$ cat config.mk
export PLATFORM = sky130hd
export DESIGN_NAME = window_energy_onset_detector
export DESIGN_NICKNAME = d
export VERILOG_FILES = /design/src/hdl/weod_pkg.sv /design/src/hdl/weod_square_lane.sv /design/src/hdl/weod_window_acc.sv /design/src/hdl/weod_onset_out.sv /design/src/hdl/window_energy_onset_detector.sv
export VERILOG_INCLUDE_DIRS = /design/src /design/src/hdl
export SDC_FILE = /design/constraint.sdc
export NUM_CORES = 2
export LEC_CHECK = 0
export BUFFER_PORTS_ARGS = -buffer_cell sky130_fd_sc_hd__buf_2
export CAP_MARGIN = 5
export CELL_PAD_IN_SITES_DETAIL_PLACEMENT = 0
export CELL_PAD_IN_SITES_GLOBAL_PLACEMENT = 2
export CORE_MARGIN = 2
export CORE_UTILIZATION = 38
export CTS_BUF_LIST = sky130_fd_sc_hd__clkbuf_4
export DETAILED_ROUTE_END_ITERATION = 10
export PLACE_DENSITY_LB_ADDON = 0.1
export SLEW_MARGIN = 20
export SYNTH_ARGS = -nofsm -noshare
export SYNTH_HDL_FRONTEND = slang
export SYNTH_SLANG_ARGS = --single-unit
$ cat constraint.sdc
create_clock -name i_clk -period 10.8 [get_ports i_clk]
set_input_delay 1.08 -clock i_clk [delete_from_list [all_inputs] [get_ports i_clk]]
set_output_delay 1.08 -clock i_clk [all_outputs]
set_load 0.02 [all_outputs]
$ cat src/hdl/assert_macros.svh
// ---------------------------------------------------------------------------
// assert_macros.svh
// Concurrent assertion helpers, clocked on i_clk, disabled during reset.
// ---------------------------------------------------------------------------
`ifndef ASSERT_MACROS_SVH
`define ASSERT_MACROS_SVH

// Property must hold at every edge out of reset.
`define ASSERT_ALWAYS(label, prop) \
    label: assert property (@(posedge i_clk) disable iff (!i_rst_n) (prop)) \
        else $error("%m: assertion failed");

// When ante holds, cons must hold in the next cycle.
`define ASSERT_NEXT(label, ante, cons) \
    label: assert property (@(posedge i_clk) disable iff (!i_rst_n) (ante) |=> (cons)) \
        else $error("%m: assertion failed");

`endif

$ cat src/hdl/weod_pkg.sv
`default_nettype none
// ---------------------------------------------------------------------------
// weod_pkg
// Shared constants and types for the window energy onset detector.
// ---------------------------------------------------------------------------
package weod_pkg;

    localparam int CHANNELS    = 2;
    localparam int SAMPLE_BITS = 16;

    // Only two sample fields exist on the port.
    localparam int LANES = (CHANNELS < 2) ? CHANNELS : 2;

    localparam int FIELD_W = 16;
    localparam int SQ_W    = 2 * SAMPLE_BITS;
    localparam int E_W     = 48;
    localparam int SUM_W   = E_W + 2;
    localparam int LEN_W   = 16;
    localparam int IDX_W   = 32;
    localparam int CH_W    = 2;

    localparam int CFG_IDX_W  = 2;
    localparam int CFG_DATA_W = 48;

    localparam logic [CFG_IDX_W-1:0] CFG_WINDOW_LENGTH   = 2'd0;
    localparam logic [CFG_IDX_W-1:0] CFG_RISE_THRESHOLD  = 2'd1;
    localparam logic [CFG_IDX_W-1:0] CFG_ACTIVE_CHANNELS = 2'd2;

    localparam logic [LEN_W-1:0] RST_WINDOW_LENGTH   = 16'd4410;
    localparam logic [E_W-1:0]   RST_RISE_THRESHOLD  = 48'd1073741824;
    localparam logic [CH_W-1:0]  RST_ACTIVE_CHANNELS = 2'd2;

    localparam logic [E_W-1:0] E_MAX = {E_W{1'b1}};

    typedef logic [LANES-1:0][SQ_W-1:0]        t_sq_vec;
    typedef logic signed [SAMPLE_BITS-1:0]     t_sample;
    typedef logic [LANES-1:0][SAMPLE_BITS-1:0] t_sample_vec;

    // A finished window handed from the accumulator to the evaluator.
    typedef struct packed {
        logic [E_W-1:0]   energy;
        logic [E_W-1:0]   prev;
        logic             have_prev;
        logic [IDX_W-1:0] start;
    } t_closed;

endpackage
`default_nettype wire

$ cat src/hdl/weod_square_lane.sv
`default_nettype none
// ---------------------------------------------------------------------------
// weod_square_lane
// One channel lane: registered square of a signed sample.
// ---------------------------------------------------------------------------
module weod_square_lane (
    input  wire logic                       i_clk,
    input  wire logic                       i_en,
    input  wire weod_pkg::t_sample          i_sample,
    output logic [weod_pkg::SQ_W-1:0]       o_square
);

    logic signed [weod_pkg::SQ_W-1:0] prod;
    logic [weod_pkg::SQ_W-1:0]        r_square;

    assign prod = i_sample * i_sample;

    always_ff @(posedge i_clk) begin
        if (i_en) begin
            r_square <= $unsigned(prod);
        end
    end

    assign o_square = r_square;

endmodule
`default_nettype wire

$ cat src/hdl/weod_window_acc.sv
`default_nettype none
// ---------------------------------------------------------------------------
// weod_window_acc
// Merge stage: sums active lanes into the saturating window accumulator and
// detects window close.
// ---------------------------------------------------------------------------
module weod_window_acc (
    input  wire logic                          i_clk,
    input  wire logic                          i_rst_n,
    input  wire logic                          i_step,
    input  wire weod_pkg::t_sq_vec             i_square,
    input  wire logic [weod_pkg::LEN_W-1:0]    i_window_length,
    input  wire logic [weod_pkg::CH_W-1:0]     i_active_channels,
    output logic                               o_close,
    output weod_pkg::t_closed                  o_closed
);

    logic [weod_pkg::E_W-1:0]   r_acc, n_acc;
    logic [weod_pkg::E_W-1:0]   r_prev;
    logic                       r_have;
    logic [weod_pkg::LEN_W-1:0] r_pos;
    logic [weod_pkg::IDX_W-1:0] r_start;

    logic [weod_pkg::CH_W-1:0]  chans;
    logic [weod_pkg::SUM_W-1:0] sum;
    logic [weod_pkg::LEN_W-1:0] len;
    logic [weod_pkg::LEN_W-1:0] pos_next;
    logic                       closes;
    logic [weod_pkg::LEN_W:0]   closed_len;

    always_comb begin
        priority if (i_active_channels == '0) begin
            chans = weod_pkg::CH_W'(1);
        end else if (i_active_channels > weod_pkg::CH_W'(weod_pkg::LANES)) begin
            chans = weod_pkg::CH_W'(weod_pkg::LANES);
        end else begin
            chans = i_active_channels;
        end
    end

    // Sum of non-negative terms: one final clamp equals a clamp per add.
    always_comb begin
        sum = weod_pkg::SUM_W'(r_acc);
        for (int c = 0; c < weod_pkg::LANES; c++) begin
            if (weod_pkg::CH_W'(c) < chans) begin
                sum = sum + weod_pkg::SUM_W'(i_square[c]);
            end
        end
        n_acc = (sum > weod_pkg::SUM_W'(weod_pkg::E_MAX)) ? weod_pkg::E_MAX
                                                          : sum[weod_pkg::E_W-1:0];
    end

    assign len        = (i_window_length == '0) ? weod_pkg::LEN_W'(1) : i_window_length;
    assign pos_next   = r_pos + weod_pkg::LEN_W'(1);
    assign closes     = (pos_next == '0) || (pos_next >= len);
    assign closed_len = {(pos_next == '0), pos_next};

    assign o_close            = i_step && closes;
    assign o_closed.energy    = n_acc;
    assign o_closed.prev      = r_prev;
    assign o_closed.have_prev = r_have;
    assign o_closed.start     = r_start;

    always_ff @(posedge i_clk) begin
        if (!i_rst_n) begin
            r_acc   <= '0;
            r_prev  <= '0;
            r_have  <= 1'b0;
            r_pos   <= '0;
            r_start <= '0;
        end else if (i_step) begin
            if (closes) begin
                r_prev  <= n_acc;
                r_have  <= 1'b1;
                r_acc   <= '0;
                r_pos   <= '0;
                r_start <= r_start + weod_pkg::IDX_W'(closed_len);
            end else begin
                r_acc <= n_acc;
                r_pos <= pos_next;
            end
        end
    end

endmodule
`default_nettype wire

$ cat src/hdl/weod_onset_out.sv
`default_nettype none
// ---------------------------------------------------------------------------
// weod_onset_out
// Evaluates a closed window against the previous one and holds the result
// in the output register.
// ---------------------------------------------------------------------------
module weod_onset_out (
    input  wire logic                        i_clk,
    input  wire logic                        i_rst_n,
    input  wire logic                        i_close,
    input  wire weod_pkg::t_closed           i_closed,
    input  wire logic [weod_pkg::E_W-1:0]    i_threshold,
    input  wire logic                        i_out_ready,
    output logic                             o_advance,
    output logic                             o_out_valid,
    output logic [weod_pkg::IDX_W-1:0]       o_onset_sample,
    output logic [weod_pkg::E_W-1:0]         o_window_energy,
    output logic [weod_pkg::E_W-1:0]         o_energy_rise
);

    logic                       r_ev_valid;
    weod_pkg::t_closed          r_ev;
    logic                       r_out_valid;
    logic [weod_pkg::IDX_W-1:0] r_onset;
    logic [weod_pkg::E_W-1:0]   r_energy;
    logic [weod_pkg::E_W-1:0]   r_rise;

    logic [weod_pkg::E_W:0]     diff;
    logic                       hit;
    logic                       out_free;

    // Borrow bit set means energy fell below the reference.
    assign diff     = {1'b0, r_ev.energy} - {1'b0, r_ev.prev};
    assign hit      = r_ev_valid && r_ev.have_prev && !diff[weod_pkg::E_W]
                      && (diff[weod_pkg::E_W-1:0] > i_threshold);
    assign out_free = !r_out_valid || i_out_ready;
    assign o_advance = !r_ev_valid || !hit || out_free;

    always_ff @(posedge i_clk) begin
        if (!i_rst_n) begin
            r_ev_valid  <= 1'b0;
            r_out_valid <= 1'b0;
        end else begin
            if (o_advance) begin
                r_ev_valid <= i_close;
            end
            if (o_advance && hit) begin
                r_out_valid <= 1'b1;
            end else if (i_out_ready) begin
                r_out_valid <= 1'b0;
            end
        end
    end

    always_ff @(posedge i_clk) begin
        if (o_advance) begin
            r_ev <= i_closed;
        end
        if (o_advance && hit) begin
            r_onset  <= r_ev.start;
            r_energy <= r_ev.energy;
            r_rise   <= diff[weod_pkg::E_W-1:0];
        end
    end

    assign o_out_valid     = r_out_valid;
    assign o_onset_sample  = r_onset;
    assign o_window_energy = r_energy;
    assign o_energy_rise   = r_rise;

endmodule
`default_nettype wire

$ cat src/hdl/window_energy_onset_detector.sv
`default_nettype none
// ---------------------------------------------------------------------------
// window_energy_onset_detector
// Non-overlapping window energy with onset flag on a rise above threshold.
// ---------------------------------------------------------------------------
//  channel | direction | handshake               | payload
//  --------+-----------+-------------------------+----------------------------
//  in      | sink      | i_in_valid / o_in_ready | i_sample_ch0, i_sample_ch1
//  out     | source    | o_out_valid/i_out_ready | o_onset_sample,
//          |           |                         | o_window_energy, o_energy_rise
//  cfg     | sink      | i_cfg_we (no wait)      | i_cfg_index, i_cfg_data
//
//  One frame per cycle sustained unless an onset waits on a stalled output.
//  The squares register at the input transfer, the window register adds them
//  and hands a closing window to the evaluator register, and the output
//  register then loads the onset.
//  Reset (synchronous, active low) clears all control state and loads the
//  register defaults; no clearing pass.
//  A stalled output holds one result; frames keep flowing until a second
//  onset reaches the evaluator, which then backs up the pipe to the input.
// ---------------------------------------------------------------------------
`include "assert_macros.svh"

module window_energy_onset_detector (
    input  wire logic                               i_clk,
    input  wire logic                               i_rst_n,
    // config
    input  wire logic                               i_cfg_we,
    input  wire logic [weod_pkg::CFG_IDX_W-1:0]     i_cfg_index,
    input  wire logic [weod_pkg::CFG_DATA_W-1:0]    i_cfg_data,
    // frame in
    input  wire logic                               i_in_valid,
    output logic                                    o_in_ready,
    input  wire logic signed [weod_pkg::FIELD_W-1:0] i_sample_ch0,
    input  wire logic signed [weod_pkg::FIELD_W-1:0] i_sample_ch1,
    // onset out
    output logic                                    o_out_valid,
    input  wire logic                               i_out_ready,
    output logic [weod_pkg::IDX_W-1:0]              o_onset_sample,
    output logic [weod_pkg::E_W-1:0]                o_window_energy,
    output logic [weod_pkg::E_W-1:0]                o_energy_rise
);

    // Config registers
    logic [weod_pkg::LEN_W-1:0] r_window_length;
    logic [weod_pkg::E_W-1:0]   r_rise_threshold;
    logic [weod_pkg::CH_W-1:0]  r_active_channels;

    always_ff @(posedge i_clk) begin
        if (!i_rst_n) begin
            r_window_length   <= weod_pkg::RST_WINDOW_LENGTH;
            r_rise_threshold  <= weod_pkg::RST_RISE_THRESHOLD;
            r_active_channels <= weod_pkg::RST_ACTIVE_CHANNELS;
        end else if (i_cfg_we) begin
            unique case (i_cfg_index)
                weod_pkg::CFG_WINDOW_LENGTH: begin
                    r_window_length <= i_cfg_data[weod_pkg::LEN_W-1:0];
                end
                weod_pkg::CFG_RISE_THRESHOLD: begin
                    r_rise_threshold <= i_cfg_data[weod_pkg::E_W-1:0];
                end
                weod_pkg::CFG_ACTIVE_CHANNELS: begin
                    r_active_channels <= i_cfg_data[weod_pkg::CH_W-1:0];
                end
                default: begin
                    // unmapped index: dropped
                end
            endcase
        end
    end

    // Pipeline control: square stage valid, advances with the evaluator.
    logic                  r_s1_valid;
    logic                  advance;
    logic                  in_xfer;
    logic                  step;
    logic                  close;
    weod_pkg::t_closed     closed;
    weod_pkg::t_sq_vec     square;
    weod_pkg::t_sample_vec samples;

    assign o_in_ready = !r_s1_valid || advance;
    assign in_xfer    = i_in_valid && o_in_ready;
    assign step       = r_s1_valid && advance;

    always_ff @(posedge i_clk) begin
        if (!i_rst_n) begin
            r_s1_valid <= 1'b0;
        end else if (o_in_ready) begin
            r_s1_valid <= i_in_valid;
        end
    end

    // Low SAMPLE_BITS of each field form the sample.
    assign samples[0] = i_sample_ch0[weod_pkg::SAMPLE_BITS-1:0];
    if (weod_pkg::LANES > 1) begin : g_ch1
        assign samples[1] = i_sample_ch1[weod_pkg::SAMPLE_BITS-1:0];
    end

    for (genvar c = 0; c < weod_pkg::LANES; c++) begin : g_lane
        weod_square_lane u_lane (
            .i_clk    (i_clk),
            .i_en     (in_xfer),
            .i_sample (weod_pkg::t_sample'(samples[c])),
            .o_square (square[c])
        );
    end

    weod_window_acc u_acc (
        .i_clk             (i_clk),
        .i_rst_n           (i_rst_n),
        .i_step            (step),
        .i_square          (square),
        .i_window_length   (r_window_length),
        .i_active_channels (r_active_channels),
        .o_close           (close),
        .o_closed          (closed)
    );

    weod_onset_out u_out (
        .i_clk           (i_clk),
        .i_rst_n         (i_rst_n),
        .i_close         (close),
        .i_closed        (closed),
        .i_threshold     (r_rise_threshold),
        .i_out_ready     (i_out_ready),
        .o_advance       (advance),
        .o_out_valid     (o_out_valid),
        .o_onset_sample  (o_onset_sample),
        .o_window_energy (o_window_energy),
        .o_energy_rise   (o_energy_rise)
    );

    // A rise never exceeds the window energy it came from.
    `ASSERT_ALWAYS(a_rise_le_energy, !o_out_valid || (o_window_energy >= o_energy_rise))
    // Input backs up only when both the square stage and evaluator are blocked.
    `ASSERT_ALWAYS(a_ready_low_cause, o_in_ready || (r_s1_valid && !advance))
    // A blocked square stage keeps its frame.
    `ASSERT_NEXT(a_s1_hold, r_s1_valid && !advance, r_s1_valid)

endmodule
`default_nettype wire

==> results.md <==
- The flow ran to the end, and the final reports show no timing, DRC or antenna violations.
- The critical path data required time is between 9 and 10 ns.
- At the end of the flow the core is filled with cells to 0.4214.
- The area share of the largest cell type after synthesis is 0.2166.
- The clock transition at the registers of the reported paths is 0.07 ns.
- The floorplan die height is approximately 350 um.
- The share of the Yosys chip area taken by registers is 0.3121.
- The number of nets with antenna violations after detailed routing is 0.
- Summing every instance area after synthesis gives roughly 44000 um^2.
- In this run the number of H-tree levels came out at 4.
- The kind of critical path is reg2out.
- Global routing finished with a remaining overflow of 0.
- For this run, the number of Yosys warnings is 0.
- During I/O placement, the number of pins put on the boundary was approximately 220.
- STA puts the critical path data arrival time at between 7 and 8 ns.
- The layout cell share with drive strength beyond 1 is 0.1083.
- After the first detailed-routing iteration, the DRC count stood at ~1.4k.
- The placed cell count is 6041.
- The slew at the pin with the worst max-slew slack is about 1.2 ns.
- The number of nets at the end of the flow is about 5.6k.
- The type of the worst min-delay path is in2reg.
- The final non-filler cell total is 6307.
- The cell type group with the largest total delay on the critical path is compound AO/OA/AOI/OAI gates.
- The first detailed-routing pass took 5 iterations.
- The global placer's final weighted congestion is a little over 0.8.
- The flip-flop and latch count after synthesis is around 530.
- The detailed placement HPWL is 90.34 mm.
- The worst hold margin is around 0.36 ns.
- The layout has 11.67k filler cells.
- Averaged over all synthesized cells, the footprint is 10.03 um^2.
- Together, buffers and inverters on the worst path number 1.
- The worst setup path is launched from a flip-flop.
- The total number of placement rows is about 130.
- The total of hold buffers inserted after clock tree synthesis is 0.
- After detailed routing, the number of remaining DRC violations is 0.
- The leading area contributor after synthesis is sky130_fd_sc_hd__fa_1.
- Setup repair after global routing left no endpoint under its margin.
- The synthesis-to-layout area growth is 10.25%.
- The area of the core region is between 100000 and 150000 um^2.
- The net count after synthesis is about 5.4k.
- In the final routed layout, each cell accounts on average for roughly 18 um.
- For this run, asynchronously set or reset flops after synthesis account for 0.
- The routed via count divided by cell count is 4.889.
- In the final layout, the multi-input gates occupy between 20000 and 30000 um^2.
- Entering global routing, the biggest net connects approximately 110 pins.
- The total routed wirelength is about 110 mm.
- The floorplan die area is 119500 um^2.
- Buffers inserted during clock tree synthesis total 143.
- The total clock sinks is roughly 530.
- In the final layout, flip-flops and latches occupy 13840 um^2.
- The clock insertion delay at the later pin of the skew report is about 0.97 ns.
- The via count of the first global-routing pass is 32.35k.
- The first global-routing pass estimated around 180 mm of wire.
- Walking the worst path, the cells encountered are ha_1 > nor2b_1 > o21ai_0 > a21boi_0 > o32ai_1 > o31ai_1 > a31oi_1 > o31a_1 > o21ai_0 > o31ai_1 > a21oi_1 > nor3_1 > xnor2_1 > ha_1 > nand4_1 > or3_1 > or3_1 > nor3_1 > a211oi_1 > a211o_1 > nor2_1 > nand2_1 > buf_2.
- The count of cells resized by post-cts repair is 0.
- Counting every instance in the synthesized netlist gives between 4k and 5k.
- The via count is 30.84k.
- The final setup skew is between 0.07 and 0.08 ns.
- The total count of max-transition violations in the final report is 0.
- The clock tree from TritonCTS is yes.
- In this design, the stage delay of the slowest critical-path cell is about 0.64 ns.
- Dividing the final minimum period by the clock period gives 0.8301.
- Yosys mapped a number of flops with a built-in enable equal to between 300 and 400.
- Yosys attributes the largest share of cell area to sky130_fd_sc_hd__fa_1, sky130_fd_sc_hd__edfxtp_1, sky130_fd_sc_hd__ha_1.
- The relative max-transition margin is 0.2049.
- The count of final hold-check violations was 0.
- In this run the post-CTS setup repair buffer count came out at 0.
- In the synthesized netlist the dominant register cell turns out to be sky130_fd_sc_hd__edfxtp_1.
- The largest fanout on the critical path is 6.
- The clock passes through at most 3 buffers.
- The initial antenna violation count came to 2.
- The synthesized netlist contains between 90 and 100 unique library cells.
- The sum of negative setup slack is 0 ns.
- Among all stages on the critical path, the largest delay is contributed by sky130_fd_sc_hd__o32ai_1.
- The root buffer selected by CTS is sky130_fd_sc_hd__clkbuf_4.
- The global-route usage over all layers is 0.1934.
- The tool flagged a number of max-cap violations equal to 0.
- The category of the worst setup path capture point is a primary output.
- Based on the critical path, the design can be clocked at up to roughly 110 MHz.
- The floorplan step set the die width to between 300 and 400 um.
- The starting utilization of the core area is 0.3822.
- The slack of the worst reg-to-reg path is roughly 2.7 ns.
- In this run the tool buffered the top-level ports with 216 buffer cells.
- The number of setup violations in the final report is 0.
- The final critical path time including I/O delays and setup is about 9 ns.
[cells in the final DEF, fill, tap and decap left out, drive strengths merged, types with 43 or more instances in the layout]
master and count:
o21ai 181, buf 232, dfxtp 213, nand2 479, a22o 43, clkbuf 217, a31oi 64, edfxtp 319
a21o 111, nor2 160, a21oi 195, xnor2 165, a21boi 102, ha 368, nand3 53, inv 738
xor2 71, fa 480, and2 124
[registers in the layout (all words and copies together) (netlist names)]
signal / count
g_lane.u_lane.o_square: 62
r_active_channels: 1
r_rise_threshold: 48
r_s1_valid: 1
r_window_length: 16
u_acc.r_acc: 48
u_acc.r_have: 1
u_acc.r_pos: 16
u_acc.r_prev: 48
u_acc.r_start: 32
u_out.o_energy_rise: 48
u_out.o_onset_sample: 32
u_out.o_out_valid: 1
u_out.o_window_energy: 48
u_out.r_ev: 129
u_out.r_ev_valid: 1
[cells by family after synthesis]
group / share of synthesized area
muxes: 0.003441
AOI/OAI and AO/OA: 0.1307
xor gates and xnor gates: 0.04677
DFF: 0.3121
adders and majority gates: 0.3205
and+or+nand+nor: 0.1105
buffers and inverters: 0.07608
[worst min-delay path: stages]
cell                       delay, ns
sky130_fd_sc_hd__buf_2          0.07
sky130_fd_sc_hd__nand2_1        0.05
sky130_fd_sc_hd__o211ai_1       0.08
[synth_stat cells (all sizes together), types with 5 or more instances]
| cell | count |
|---|---|
| a211o | 5 |
| a211oi | 12 |
| a21boi | 102 |
| a21o | 111 |
| a21oi | 195 |
| a221o | 8 |
| a22o | 43 |
| a31o | 7 |
| a31oi | 64 |
| a41o | 5 |
| and2 | 124 |
| and3 | 28 |
| and4 | 7 |
| buf | 33 |
| clkbuf | 105 |
| dfxtp | 213 |
| edfxtp | 319 |
| fa | 480 |
| ha | 368 |
| inv | 736 |
| mux2i | 13 |
| nand2 | 479 |
| nand2b | 30 |
| nand3 | 53 |
| nand3b | 11 |
| nand4 | 29 |
| nor2 | 160 |
| nor2b | 31 |
| nor3 | 30 |
| nor4 | 9 |
| o211ai | 18 |
| o21a | 26 |
| o21ai | 181 |
| o21bai | 36 |
| o221ai | 7 |
| o311ai | 6 |
| o31ai | 10 |
| or2 | 14 |
| or3 | 18 |
| xnor2 | 165 |
| xor2 | 71 |
[layer usage]
layer  vias up  part of all wire  track usage
li1      15310                 -            -
met1     14830              0.50       0.2810
met2       588              0.44       0.3062
met3       119             0.034      0.02603
met4         0             0.016      0.04402
met5         -                 0            0
[stage by stage]
stage               area (um^2)  setup slack, ns
finish                    48900            1.835
global route              48900            1.159
CTS                       48900            1.616
detailed placement        46920            2.570
global placement          46920            2.778
floorplan                 44360            2.044
[worst paths after layout]
check | startpoint | end | depth (start not counted)
setup / recovery | u_out.r_ev[82] | o_in_ready | 23
hold / removal | i_cfg_data[30] | r_rise_threshold[30] | 3
setup reg to reg | u_out.r_ev[82] | u_acc.r_prev[38] | 25
hold reg to reg | u_out.r_ev[4] | u_out.o_onset_sample[4] | 0
[layout make-up]
type	instances	share of cell area
clock inverters	47	0.007087
inverters	738	0.05670
clock buffers	217	0.03331
well taps	1524	0.03899
flip-flops and latches	532	0.2831
diodes	2	0.0001023
multi-input cells	3015	0.5558
repair buffers	232	0.02487
Power is left out: the tool's default activity adds up to more than one toggle a clock period on the data nets, which glitch-free logic cannot reach.
